<file path="src/design/rtt_pkg.sv">
// shared types and constants for the round-trip time estimator
`timescale 1ns / 1ps
`default_nettype none

package rtt_pkg;

	localparam int unsigned SAMPLE_BITS = 16;
	localparam int unsigned COUNT_BITS  = 32;
	localparam int unsigned QUOT_BITS   = 16;

	localparam logic [SAMPLE_BITS-1:0] KEEP_MIN     = 16'd5;
	localparam logic [SAMPLE_BITS-1:0] VAR_RESET    = 16'd5;
	localparam logic [SAMPLE_BITS-1:0] VAR_FLOOR    = 16'd10;
	localparam logic [SAMPLE_BITS-1:0] SMOOTH_FLOOR = 16'd10;

	localparam logic KIND_NORMAL  = 1'b0;
	localparam logic KIND_CONNECT = 1'b1;

	typedef enum logic [2:0] {
		ST_IDLE,
		ST_UPDATE,
		ST_START,
		ST_WAIT,
		ST_EMIT
	} rtt_state_t;

endpackage

`default_nettype wire

</file>
<file path="src/design/rtt_div.sv">
// iterative restoring divider for the running mean, one quotient bit per cycle
`timescale 1ns / 1ps
`default_nettype none

module rtt_div #(
	parameter int unsigned SUM_BITS = 48
) (
	input  wire logic                               clk,
	input  wire logic                               arst_n,
	input  wire logic                               start,
	input  wire logic [SUM_BITS-1:0]                dividend,
	input  wire logic [rtt_pkg::COUNT_BITS-1:0]     divisor,
	output logic                                    done,
	output logic [rtt_pkg::QUOT_BITS-1:0]           quotient
);
	import rtt_pkg::*;

	localparam int unsigned HI_BITS  = SUM_BITS - QUOT_BITS;
	localparam int unsigned CNT_BITS = $clog2(QUOT_BITS);

	logic [HI_BITS-1:0]    hi;
	logic [COUNT_BITS-1:0] rem_q;
	logic [QUOT_BITS-1:0]  low_q;
	logic [CNT_BITS-1:0]   cnt_q;
	logic                  busy_q;
	logic                  done_q;
	logic [COUNT_BITS:0]   trial;
	logic [COUNT_BITS:0]   diff;
	logic                  fits;

	assign hi    = dividend[SUM_BITS-1:QUOT_BITS];
	assign trial = {rem_q, low_q[QUOT_BITS-1]};
	assign diff  = trial - {1'b0, divisor};
	assign fits  = trial >= {1'b0, divisor};

	// control
	always_ff @(posedge clk or negedge arst_n) begin
		if (!arst_n) begin
			busy_q <= 1'b0;
			done_q <= 1'b0;
			cnt_q  <= '0;
		end else begin
			done_q <= 1'b0;
			if (start) begin
				cnt_q <= '0;
				if (divisor == '0 || {{(SUM_BITS){1'b0}}, hi} >=
						{{(SUM_BITS+HI_BITS-COUNT_BITS){1'b0}}, divisor}) begin
					busy_q <= 1'b0;
					done_q <= 1'b1;
				end else begin
					busy_q <= 1'b1;
				end
			end else if (busy_q) begin
				cnt_q <= cnt_q + 1'b1;
				if (cnt_q == CNT_BITS'(QUOT_BITS - 1)) begin
					busy_q <= 1'b0;
					done_q <= 1'b1;
				end
			end
		end
	end

	// datapath: quotient bits shift in behind the dividend bits
	always_ff @(posedge clk) begin
		if (start) begin
			if (divisor == '0) begin
				low_q <= '0;
			end else if ({{(SUM_BITS){1'b0}}, hi} >=
					{{(SUM_BITS+HI_BITS-COUNT_BITS){1'b0}}, divisor}) begin
				low_q <= '1;
			end else begin
				low_q <= dividend[QUOT_BITS-1:0];
			end
			rem_q <= COUNT_BITS'(hi);
		end else if (busy_q) begin
			rem_q <= fits ? diff[COUNT_BITS-1:0] : trial[COUNT_BITS-1:0];
			low_q <= {low_q[QUOT_BITS-2:0], fits};
		end
	end

	assign done     = done_q;
	assign quotient = low_q;

endmodule

`default_nettype wire

</file>
<file path="src/design/rtt_estimator.sv">
// top level of the round-trip time estimator with stream ports
`timescale 1ns / 1ps
`default_nettype none

// Jacobson-style round-trip time estimator. Each input item carries one sample
// in milliseconds (tdata) and its kind (tuser): a normal sample is raised to at
// least 5 ms and updates the minimum, the mean deviation, the smoothed estimate
// and the running sum, count and peak; a connect-acknowledge sample loads the
// smoothed estimate directly and updates the minimum only. Every item yields
// exactly one result item with the state after the update and the running mean
// (sum over count, 0 before the first normal sample, 65535 when it would not
// fit). From acceptance, an item passes through the estimator update, the
// divider start, 16 compare-subtract steps of the divider plus its done
// cycle, and the load of the output register. When the count is zero or the
// mean would not fit, the divider finishes right after its start. The block
// takes one item at a time; it is ready again in the cycle after the result
// is loaded, even while that result still waits downstream. A result that
// still waits when the next one is ready holds the block. Count and sum
// saturate rather than wrap.

module rtt_estimator #(
	parameter int unsigned SUM_BITS = 48
) (
	input  wire logic        clk,
	input  wire logic        arst_n,
	// input items
	input  wire logic        s_tvalid,
	output logic             s_tready,
	input  wire logic [15:0] s_tdata,   // [15:0] sample_ms
	input  wire logic        s_tuser,   // [0] kind
	// result items
	output logic             m_tvalid,
	input  wire logic        m_tready,
	// [15:0] smoothed_rtt, [31:16] rtt_variation, [47:32] min_rtt,
	// [63:48] mean_rtt, [79:64] peak_rtt
	output logic [79:0]      m_tdata
);
	import rtt_pkg::*;

	rtt_state_t state_q, state_d;

	// latched input item
	logic                   kind_q;
	logic [SAMPLE_BITS-1:0] sample_q;

	// estimator state
	logic [SAMPLE_BITS-1:0] smooth_q;
	logic [SAMPLE_BITS-1:0] var_q;
	logic [SAMPLE_BITS-1:0] min_q;
	logic [SAMPLE_BITS-1:0] max_q;
	logic [SUM_BITS-1:0]    sum_q;
	logic [COUNT_BITS-1:0]  count_q;

	// output register
	logic        out_valid_q;
	logic [79:0] out_data_q;

	// sequencer outputs
	logic accept;
	logic div_start;
	logic out_load;

	// update datapath
	logic [SAMPLE_BITS-1:0] keep;
	logic [SAMPLE_BITS-1:0] min_cand;
	logic [SAMPLE_BITS-1:0] diff;
	logic [17:0]            var_sum;
	logic [SAMPLE_BITS-1:0] var_new;
	logic [18:0]            smooth_sum;
	logic [SAMPLE_BITS-1:0] smooth_new;
	logic [SUM_BITS:0]      sum_add;

	logic                   div_done;
	logic [QUOT_BITS-1:0]   div_quot;

	// keep is the clamped sample for normal items
	assign keep     = (sample_q > KEEP_MIN) ? sample_q : KEEP_MIN;
	assign min_cand = (kind_q == KIND_CONNECT) ? sample_q : keep;
	assign diff     = (smooth_q > keep) ? (smooth_q - keep) : (keep - smooth_q);

	// (3*var + diff)/4 and (7*smooth + keep)/8, both still fit 16 bits
	assign var_sum    = 18'(var_q) * 18'd3 + 18'(diff);
	assign var_new    = var_sum[17:2];
	assign smooth_sum = 19'(smooth_q) * 19'd7 + 19'(keep);
	assign smooth_new = smooth_sum[18:3];
	assign sum_add    = {1'b0, sum_q} + (SUM_BITS+1)'(keep);

	assign accept = s_tvalid && s_tready;

	// next state
	always_comb begin
		state_d = state_q;
		unique case (state_q)
			ST_IDLE:   if (s_tvalid) state_d = ST_UPDATE;
			ST_UPDATE: state_d = ST_START;
			ST_START:  state_d = ST_WAIT;
			ST_WAIT:   if (div_done) state_d = ST_EMIT;
			ST_EMIT:   if (!out_valid_q || m_tready) state_d = ST_IDLE;
			default:   state_d = ST_IDLE;
		endcase
	end

	// sequencer outputs
	always_comb begin
		s_tready  = 1'b0;
		div_start = 1'b0;
		out_load  = 1'b0;
		unique case (state_q)
			ST_IDLE:   s_tready = 1'b1;
			ST_START:  div_start = 1'b1;
			ST_EMIT:   out_load = !out_valid_q || m_tready;
			default:   ;
		endcase
	end

	always_ff @(posedge clk or negedge arst_n) begin
		if (!arst_n) begin
			state_q <= ST_IDLE;
		end else begin
			state_q <= state_d;
		end
	end

	// input item capture
	always_ff @(posedge clk) begin
		if (accept) begin
			kind_q   <= s_tuser;
			sample_q <= s_tdata;
		end
	end

	// estimator state update, once per item
	always_ff @(posedge clk or negedge arst_n) begin
		if (!arst_n) begin
			smooth_q <= '0;
			var_q    <= VAR_RESET;
			min_q    <= '0;
			max_q    <= '0;
			sum_q    <= '0;
			count_q  <= '0;
		end else if (state_q == ST_UPDATE) begin
			// minimum: zero means none seen yet
			if (min_q == '0 || min_cand < min_q) begin
				min_q <= min_cand;
			end
			if (kind_q == KIND_CONNECT) begin
				smooth_q <= sample_q;
			end else begin
				var_q    <= (var_new < VAR_FLOOR) ? VAR_FLOOR : var_new;
				smooth_q <= (smooth_new < SMOOTH_FLOOR) ? SMOOTH_FLOOR : smooth_new;
				if (count_q != '1) begin
					count_q <= count_q + 1'b1;
				end
				// saturate the sum on carry out
				sum_q <= sum_add[SUM_BITS] ? '1 : sum_add[SUM_BITS-1:0];
				if (keep > max_q) begin
					max_q <= keep;
				end
			end
		end
	end

	// divider for sum over count
	rtt_div #(
		.SUM_BITS (SUM_BITS)
	) u_div (
		.clk      (clk),
		.arst_n   (arst_n),
		.start    (div_start),
		.dividend (sum_q),
		.divisor  (count_q),
		.done     (div_done),
		.quotient (div_quot)
	);

	// output register, decouples the result from the next input item
	always_ff @(posedge clk or negedge arst_n) begin
		if (!arst_n) begin
			out_valid_q <= 1'b0;
		end else if (out_load) begin
			out_valid_q <= 1'b1;
		end else if (m_tready) begin
			out_valid_q <= 1'b0;
		end
	end

	always_ff @(posedge clk) begin
		if (out_load) begin
			out_data_q <= {max_q, div_quot, min_q, var_q, smooth_q};
		end
	end

	assign m_tvalid = out_valid_q;
	assign m_tdata  = out_data_q;

`ifndef NO_ASSERTIONS
	// a normal sample always leaves the deviation at or above its floor
	a_var_floor: assert property (@(posedge clk) disable iff (!arst_n)
		(state_q == ST_UPDATE && kind_q == KIND_NORMAL) |=> (var_q >= VAR_FLOOR))
		else $error("deviation below floor after normal sample");

	// the divider only finishes while the sequencer waits for it
	a_div_done: assert property (@(posedge clk) disable iff (!arst_n)
		div_done |-> (state_q == ST_WAIT))
		else $error("divider done outside wait state");

	// any counted sample leaves a nonzero peak
	a_peak: assert property (@(posedge clk) disable iff (!arst_n)
		(count_q != '0) |-> (max_q >= KEEP_MIN))
		else $error("peak missing with nonzero count");

	// the running sum never falls
	a_sum_mono: assert property (@(posedge clk) disable iff (!arst_n)
		(state_q == ST_UPDATE) |=> (sum_q >= $past(sum_q)))
		else $error("running sum decreased");

	// no new item while an earlier one is still in the update or divide
	a_one_item: assert property (@(posedge clk) disable iff (!arst_n)
		s_tready |-> (state_q == ST_IDLE && !div_done))
		else $error("ready while an item is in flight");
`endif

endmodule

`default_nettype wire
</file>
<file path="config.mk">
export PLATFORM = sky130hd
export DESIGN_NAME = rtt_estimator
export DESIGN_NICKNAME = d
export VERILOG_FILES = /design/src/design/rtt_pkg.sv /design/src/design/rtt_div.sv /design/src/design/rtt_estimator.sv
export SDC_FILE = /design/constraint.sdc
export NUM_CORES = 1
export LEC_CHECK = 0
export BUFFER_PORTS_ARGS = -buffer_cell sky130_fd_sc_hd__buf_4
export CORE_ASPECT_RATIO = 0.75
export CORE_UTILIZATION = 30
export CTS_CLUSTER_DIAMETER = 80
export DETAILED_ROUTE_END_ITERATION = 10
export PLACE_DENSITY = 0.46
export REMOVE_ABC_BUFFERS = 1
export SLEW_MARGIN = 20
export SYNTH_ARGS = -nofsm -noshare
export SYNTH_HDL_FRONTEND = slang
export SYNTH_SLANG_ARGS = --single-unit
export TNS_END_PERCENT = 5
</file>
<file path="constraint.sdc">
create_clock -name clk -period 5.95 [get_ports clk]
set_clock_uncertainty 0.2 [all_clocks]
set_input_delay 1.19 -clock clk [delete_from_list [all_inputs] [get_ports clk]]
set_output_delay 1.19 -clock clk [all_outputs]
set_load 0.02 [all_outputs]
</file>
==> results.md, run 1 <==
- Worst Path Max Fanout: 4
- GR Util met2: 23.5%
- Met3 Resource Use GR: 3.17%
- Antenna cells: 0
- Most Frequent Cell on Critical Path: a21o_1
- Boundary pin count: approximately 100
- Slew Viols, Final: 0
- CORE AREA: 67300 um^2
- Post-synth EDFFs: 145
- # DRC: 0
- Maxcap violations: 0
- Setup crit start kind: register
- Num rows: 82
- Router iterations before antenna repair: 5
- Crit Path Class: register to register
- Worst EP required: approximately 6200 ps
- Area growth syn-to-layout: 18.9%
- Synth area leader: edfxtp_1
- Async SR Flop Fraction: 51.5%
- Vias in the first global route: roughly 16000
- DR iter-0 viols: 1198
- Yosys warns: 0
- Number of port buffers: 102
- TritonCTS clock tree: done
- Global route overflow: 0
- Setup WS pre-CTS: -599 ps
- CTS root buffer: clkbuf_16
- Initial Util: between 30 and 40%
- Sink Count: around 300
- Hpwl dp: 47.7 mm
- Leading post-synthesis cells by cell area: edfxtp_1 (21%), dfrtp_1 (18%), ha_1 (11%), fa_1 (4.8%), a21oi_1 (3.6%)
- All-layer global routing usage: 17.8%
- Worst min-delay path class: register to register
- Crit path max-delay cell type: fa_1
- Placer Congestion: 0.868
- Most Crowded Layer GR: met1
- CP arrival: 6420 ps
- Final worst slack: -200 ps
- Met1 Track Usage GR: 29.3%
- Die area: 69600 um^2
- Syn_area_per_cell: 9.76 um^2
- Clock Latency Late Sink: 560 ps
- Via density: slightly above 5
- Fmax: 0.163 GHz
- CTS max path bufs: 3
- Most used DFF post-synth: dfrtp_1
- Worst-Margin Slew: 1070 ps
- Critical Path Max Stage Delay: 520 ps
- Mapped Cells: 2108
- Wire per inst: between 15 and 20 um
- Worst-path clk slew: 60 ps
- Crit. End Element: register
- Hold Buf Count CTS: 0
- Fin. Hold Viols: 0
- Synth unique cells: 95
- Setup tns final: -692 ps
- Vias post-DR: roughly 16000
- Layout Nets: 2543
- Seq/Total Area, Yosys: approximately two fifths
- Global-route wire length before repair: 97.1 mm
- Final setup fails: 4
- Routed wire length: 62.2 mm
- Failing checks: setup timing
- Die Y: 229 um
- Share of the synthesized area in the top cell type: about a fifth
- Share of layout cells above drive strength 1: 16.6%
- Minimum clock period: 6150 ps
- Slew margin rel.: 28.2%
- Setup repair after global routing missed its margin: true
- Final core utilization: 36.4%
- Hold slack: about 250 ps
- Initial antenna violation count: 1
- Inserted Clock Buffers: 36
- Chip width: 304 um
- H-tree Lvls: 2
- #FFs+latches synth: about 300
- Outcome: complete, but fails checks
- Remaining antenna violation count after routing: 0
- Largest net degree at the start of global routing: 81
- Synthesized cell area: 20600 um^2
- Final Cycle Share: 103%
worst paths after layout:
check,start,to,slack (ps),cells after the start
worst max-delay path,sample_q[14],var_q[3],-200,29
worst min-delay path,max_q[9],m_tdata[73],250,0
worst max register to register,sample_q[14],var_q[3],-200,29
worst min register to register,max_q[9],m_tdata[73],250,0
max in group asynchronous,arst_n,count_q[9],4020,2
min in group asynchronous,arst_n,var_q[14],440,1
logic make-up after synthesis:
| family | share of synthesized area, % |
|---|---|
| AO/OA/AOI/OAI | 15.8 |
| flip-flops | 39.9 |
| XOR/XNOR | 5.07 |
| buffers and inverters | 4.88 |
| multiplexers | 2.94 |
| AND/OR/NAND/NOR | 15.6 |
| adder cells (fa/ha/maj) | 15.8 |
what timing repair did:
item / CTS / global route
resized for setup: 23 / 26
pin swaps: 14 / 24
buffers inserted: 6 / 4
setup endpoints to repair: 7 / 10
layout by cell type (no fill, tap or decap), drive strengths merged, types with 10 or more instances in the layout:
cell type  Yosys  layout
nor3          66      66
dfrtp        152     152
nor2b         14      14
mux2          11      11
o211ai        10      10
nor2         157     157
and2          10      10
a21oi        148     148
xor2          43      43
o21a          24      24
a21o          57      57
o21bai        15      15
or3           12      12
fa            49      49
nand3         64      64
nor4          25      25
o21ai        119     119
nand4         52      52
mux2i         48      48
ha           182     182
a211oi        18      18
nand2b        12      12
xnor2         76      76
nand2        177     177
buf           28     239
edfxtp       145     145
inv          150     151
clkbuf        66      53
a31oi         31      31
and3          23      23
metrics by stage:
step                      instances  instance area, um^2
after floorplan                2014                20100
after global placement         3125                23000
after detailed placement       3125                23000
after CTS                      3196                24300
after global routing           3200                24500
final                          3200                24500
metal layers:
| metal | routed length (um) | vias up | share of wire [%] |
|---|---|---|---|
| met2 | 23600 | 382 | 38 |
| met3 | 3400 | 63 | 5.5 |
| li1 | - | 7972 | - |
| met5 | 0 | - | 0 |
| met4 | 944 | 0 | 1.5 |
| met1 | 34300 | 8071 | 55 |
Yosys cell counts, types with 14 or more instances:
cell type  count
fa_1          49
nor4_1        21
ha_1         182
mux2i_1       48
edfxtp_1     145
and3_1        21
inv_1        150
nand4_1       50
nor2_1       155
o21ai_0       99
nor3_1        64
dfrtp_1      152
a21oi_1      147
a21o_1        56
a31oi_1       31
nand3_1       63
xnor2_1       76
nand2_1      175
o21a_1        24
buf_2         21
o21bai_1      14
o21ai_1       19
xor2_1        43
nor2b_1       14
clkbuf_1      64
a211oi_1      18
worst max-delay path: cells and delay by family, from the launching register on:
family          cells  cell delay, ps
compound gates     12            2090
xor+xnor            1             300
fa+ha+maj           4            1260
buf+inv             4             500
flops               1             400
simple gates        8            1300
cell type report:
cell class / count / area, um^2
clock buffers: 53 / 1020
clock inverters: 12 / 183
fillers: 6783 / 42800
inverters: 150 / 563
multi-input cells: 1565 / 11600
flip-flops and latches: 299 / 8210
well taps: 882 / 1100
repair buffers: 239 / 1810
flip-flops by register name, summed over array words and instances, names as in the netlist, 3 cells and up:
| signal | cells |
|---|---|
| sum_q | 48 |
| count_q | 32 |
| u_div.rem_q | 32 |
| m_tdata | 80 |
| u_div.cnt_q | 4 |
| u_div.quotient | 16 |
| sample_q | 16 |
| state_q | 3 |
| min_q | 16 |
| var_q | 16 |
| smooth_q | 16 |
| max_q | 16 |
Power of run 1 is left out: the tool's default activity adds up to more than one toggle a clock period on the data nets, which glitch-free logic cannot reach.
==> run 2: changes to the inputs <==
--- a/config.mk
+++ b/config.mk
@@ -10,6 +10,7 @@
 export CORE_UTILIZATION = 30
 export CTS_CLUSTER_DIAMETER = 80
 export DETAILED_ROUTE_END_ITERATION = 10
+export MAX_ROUTING_LAYER = met4
 export PLACE_DENSITY = 0.46
 export REMOVE_ABC_BUFFERS = 1
 export SLEW_MARGIN = 20
==> results.md, run 2 (synthesis results as in run 1) <==
- Outcome: complete, but fails checks
- Failing checks: setup timing
- Wire per inst: 19.6 um
- Worst reg2reg path depth: 29
- Largest net degree at the start of global routing: 77
- Boundary pin count: between 100 and 150
- Setup crit start kind: register
- Worst Path Max Fanout: 4
- Routed wire length: 62.7 mm
- Layout Nets: 2547
- Commonest non-fill, non-tap cells in the layout: buf_4 (236), ha_1 (178), nand2_1 (173)
- Global-route wire length before repair: 97.3 mm
- Worst-Margin Slew: 1120 ps
- Minimum clock period: 6060 ps
- TritonCTS clock tree: done
- CP arrival: about 6300 ps
- Die area: 69600 um^2
- Remaining antenna violation count after routing: 0
- Area growth syn-to-layout: 19.2%
- Via density: ~5.2
- Setup WS pre-CTS: -680 ps
- Final core utilization: 36.4%
- Global route overflow: 0
- Crit path max-delay cell type: fa_1
- Router iterations before antenna repair: 5
- Die Y: 229 um
- Vias post-DR: 16500
- Worst EP required: about 6200 ps
- Hold Crit Endpoint: m_tdata[75]
- Dpl cells: ~3100
- DR top layer: met4
- Fmax: ~0.16 GHz
- Final Cycle Share: 102%
- Hold Path Depth: 0
- Vias in the first global route: 15900
- Hold_sp: max_q[11]
- Setup repair after global routing missed its margin: true
- Largest register FFs: 80
- Wl on met1: 34.9 mm
- Crit Reg-Reg Startpoint: sample_q[5]
- Crit Path Class: register to register
- H-tree Lvls: 2
- Initial Util: 30.6%
- Worst-path clk slew: about 60 ps
- CTS max path bufs: 3
- Slew margin rel.: 25.0%
- Share of layout cells above drive strength 1: 17.0%
- All-layer global routing usage: 18.4%
- Clock Latency Late Sink: 570 ps
- Antenna cells: 0
- DR iter-0 viols: ~1100
- Critical Path Max Stage Delay: about 460 ps
- Worst min-delay path class: register to register
- CTS root buffer: clkbuf_16
- Initial antenna violation count: 0
- Final Instance Area: 24500 um^2
- CORE AREA: 67300 um^2
- R2R Setup Slk: -110 ps
- Placer Congestion: 0.856
- Inserted Clock Buffers: 37
- Num rows: 82
- WL met2: 23.7 mm
- Reg2reg end: var_q[3]
- Buffers & Inverters on Critical Path: 4
- Fin. Hold Viols: 0
- Post-Layout Cell Count: 3206
- Hpwl dp: between 40 and 50 mm
- Slew Viols, Final: 0
- Most common cell after layout, fill and taps aside: buf_4
- DR WL met3: 3.09 mm
- # DRC: 0
- Sink Count: 299
- Maxcap violations: 0
- Delay-heaviest family, CP: compound AO/OA/AOI/OAI gates
- Final worst slack: -111 ps
- Number of port buffers: 102
- DP Area: 23000 um^2
- Crit. End Element: register
- Chip width: 304 um
- Final setup fails: 4
[run 2: cell count changes in the layout (fill, tap and decap cells not counted), moves of 2 or more]
cell / delta
o21ai_1: -3
clkinv_1: +4
nor4_2: +2
buf_4: +2
clkbuf_1: -6
o21ai_2: +2
ha_1: -2
a221oi_2: -2
a221oi_1: +2
nor4_4: -2
clkbuf_16: +2
bufinv_16: -2
[run 2: worst max path at each step]
stage | startpoint | endpoint | slack [ps] | cells past startpoint
after floorplan | sample_q[14] | var_q[0] | -130 | 26
after global placement | sample_q[14] | var_q[3] | -470 | 28
after detailed placement | sample_q[5] | var_q[3] | -680 | 28
after CTS | sample_q[9] | var_q[3] | -120 | 27
after global routing | sample_q[14] | var_q[3] | -390 | 29
final | sample_q[5] | var_q[3] | -110 | 29
[run 2: metal layers]
layer	track usage (%)	vias up
met5	-	-
met4	3.66	0
met3	2.79	60
met2	23.3	377
met1	29.8	8074
li1	-	8000
[run 2: stage by stage]
stage / hold WS [ps] / setup TNS, ps
2_1_floorplan: 225 / -445
3_3_place_gp: 229 / -1990
3_5_place_dp: 230 / -3250
4_1_cts: 245 / -339
5_1_grt: 253 / -1740
6_report: 244 / -301
[run 2: what timing repair did]
action	in CTS	in global routing
resized for setup	37	13
setup buffers	11	3
pin swaps	25	21
setup endpoints to repair	9	10
hold buffers	0	0
[run 2: area by class of cell]
| cell class | instances | area [um^2] |
|---|---|---|
| repair buffers | 242 | 1840 |
| flip-flops and latches | 299 | 8210 |
| well taps | 882 | 1100 |
| clock inverters | 19 | 185 |
| inverters | 150 | 563 |
| clock buffers | 49 | 1050 |
| multi-input cells | 1565 | 11600 |
| fillers | 6800 | 42800 |
[run 2: worst register-to-register path: cells and delay by family (launching register included)]
kind / cells / cell delay, ps
adders and majority gates: 4 / 1260
buffers and inverters: 4 / 430
AOI/OAI and AO/OA: 12 / 2060
and+or+nand+nor: 8 / 1360
xor gates and xnor gates: 1 / 270
DFF: 1 / 410
Power of run 2 is left out for the same reason.
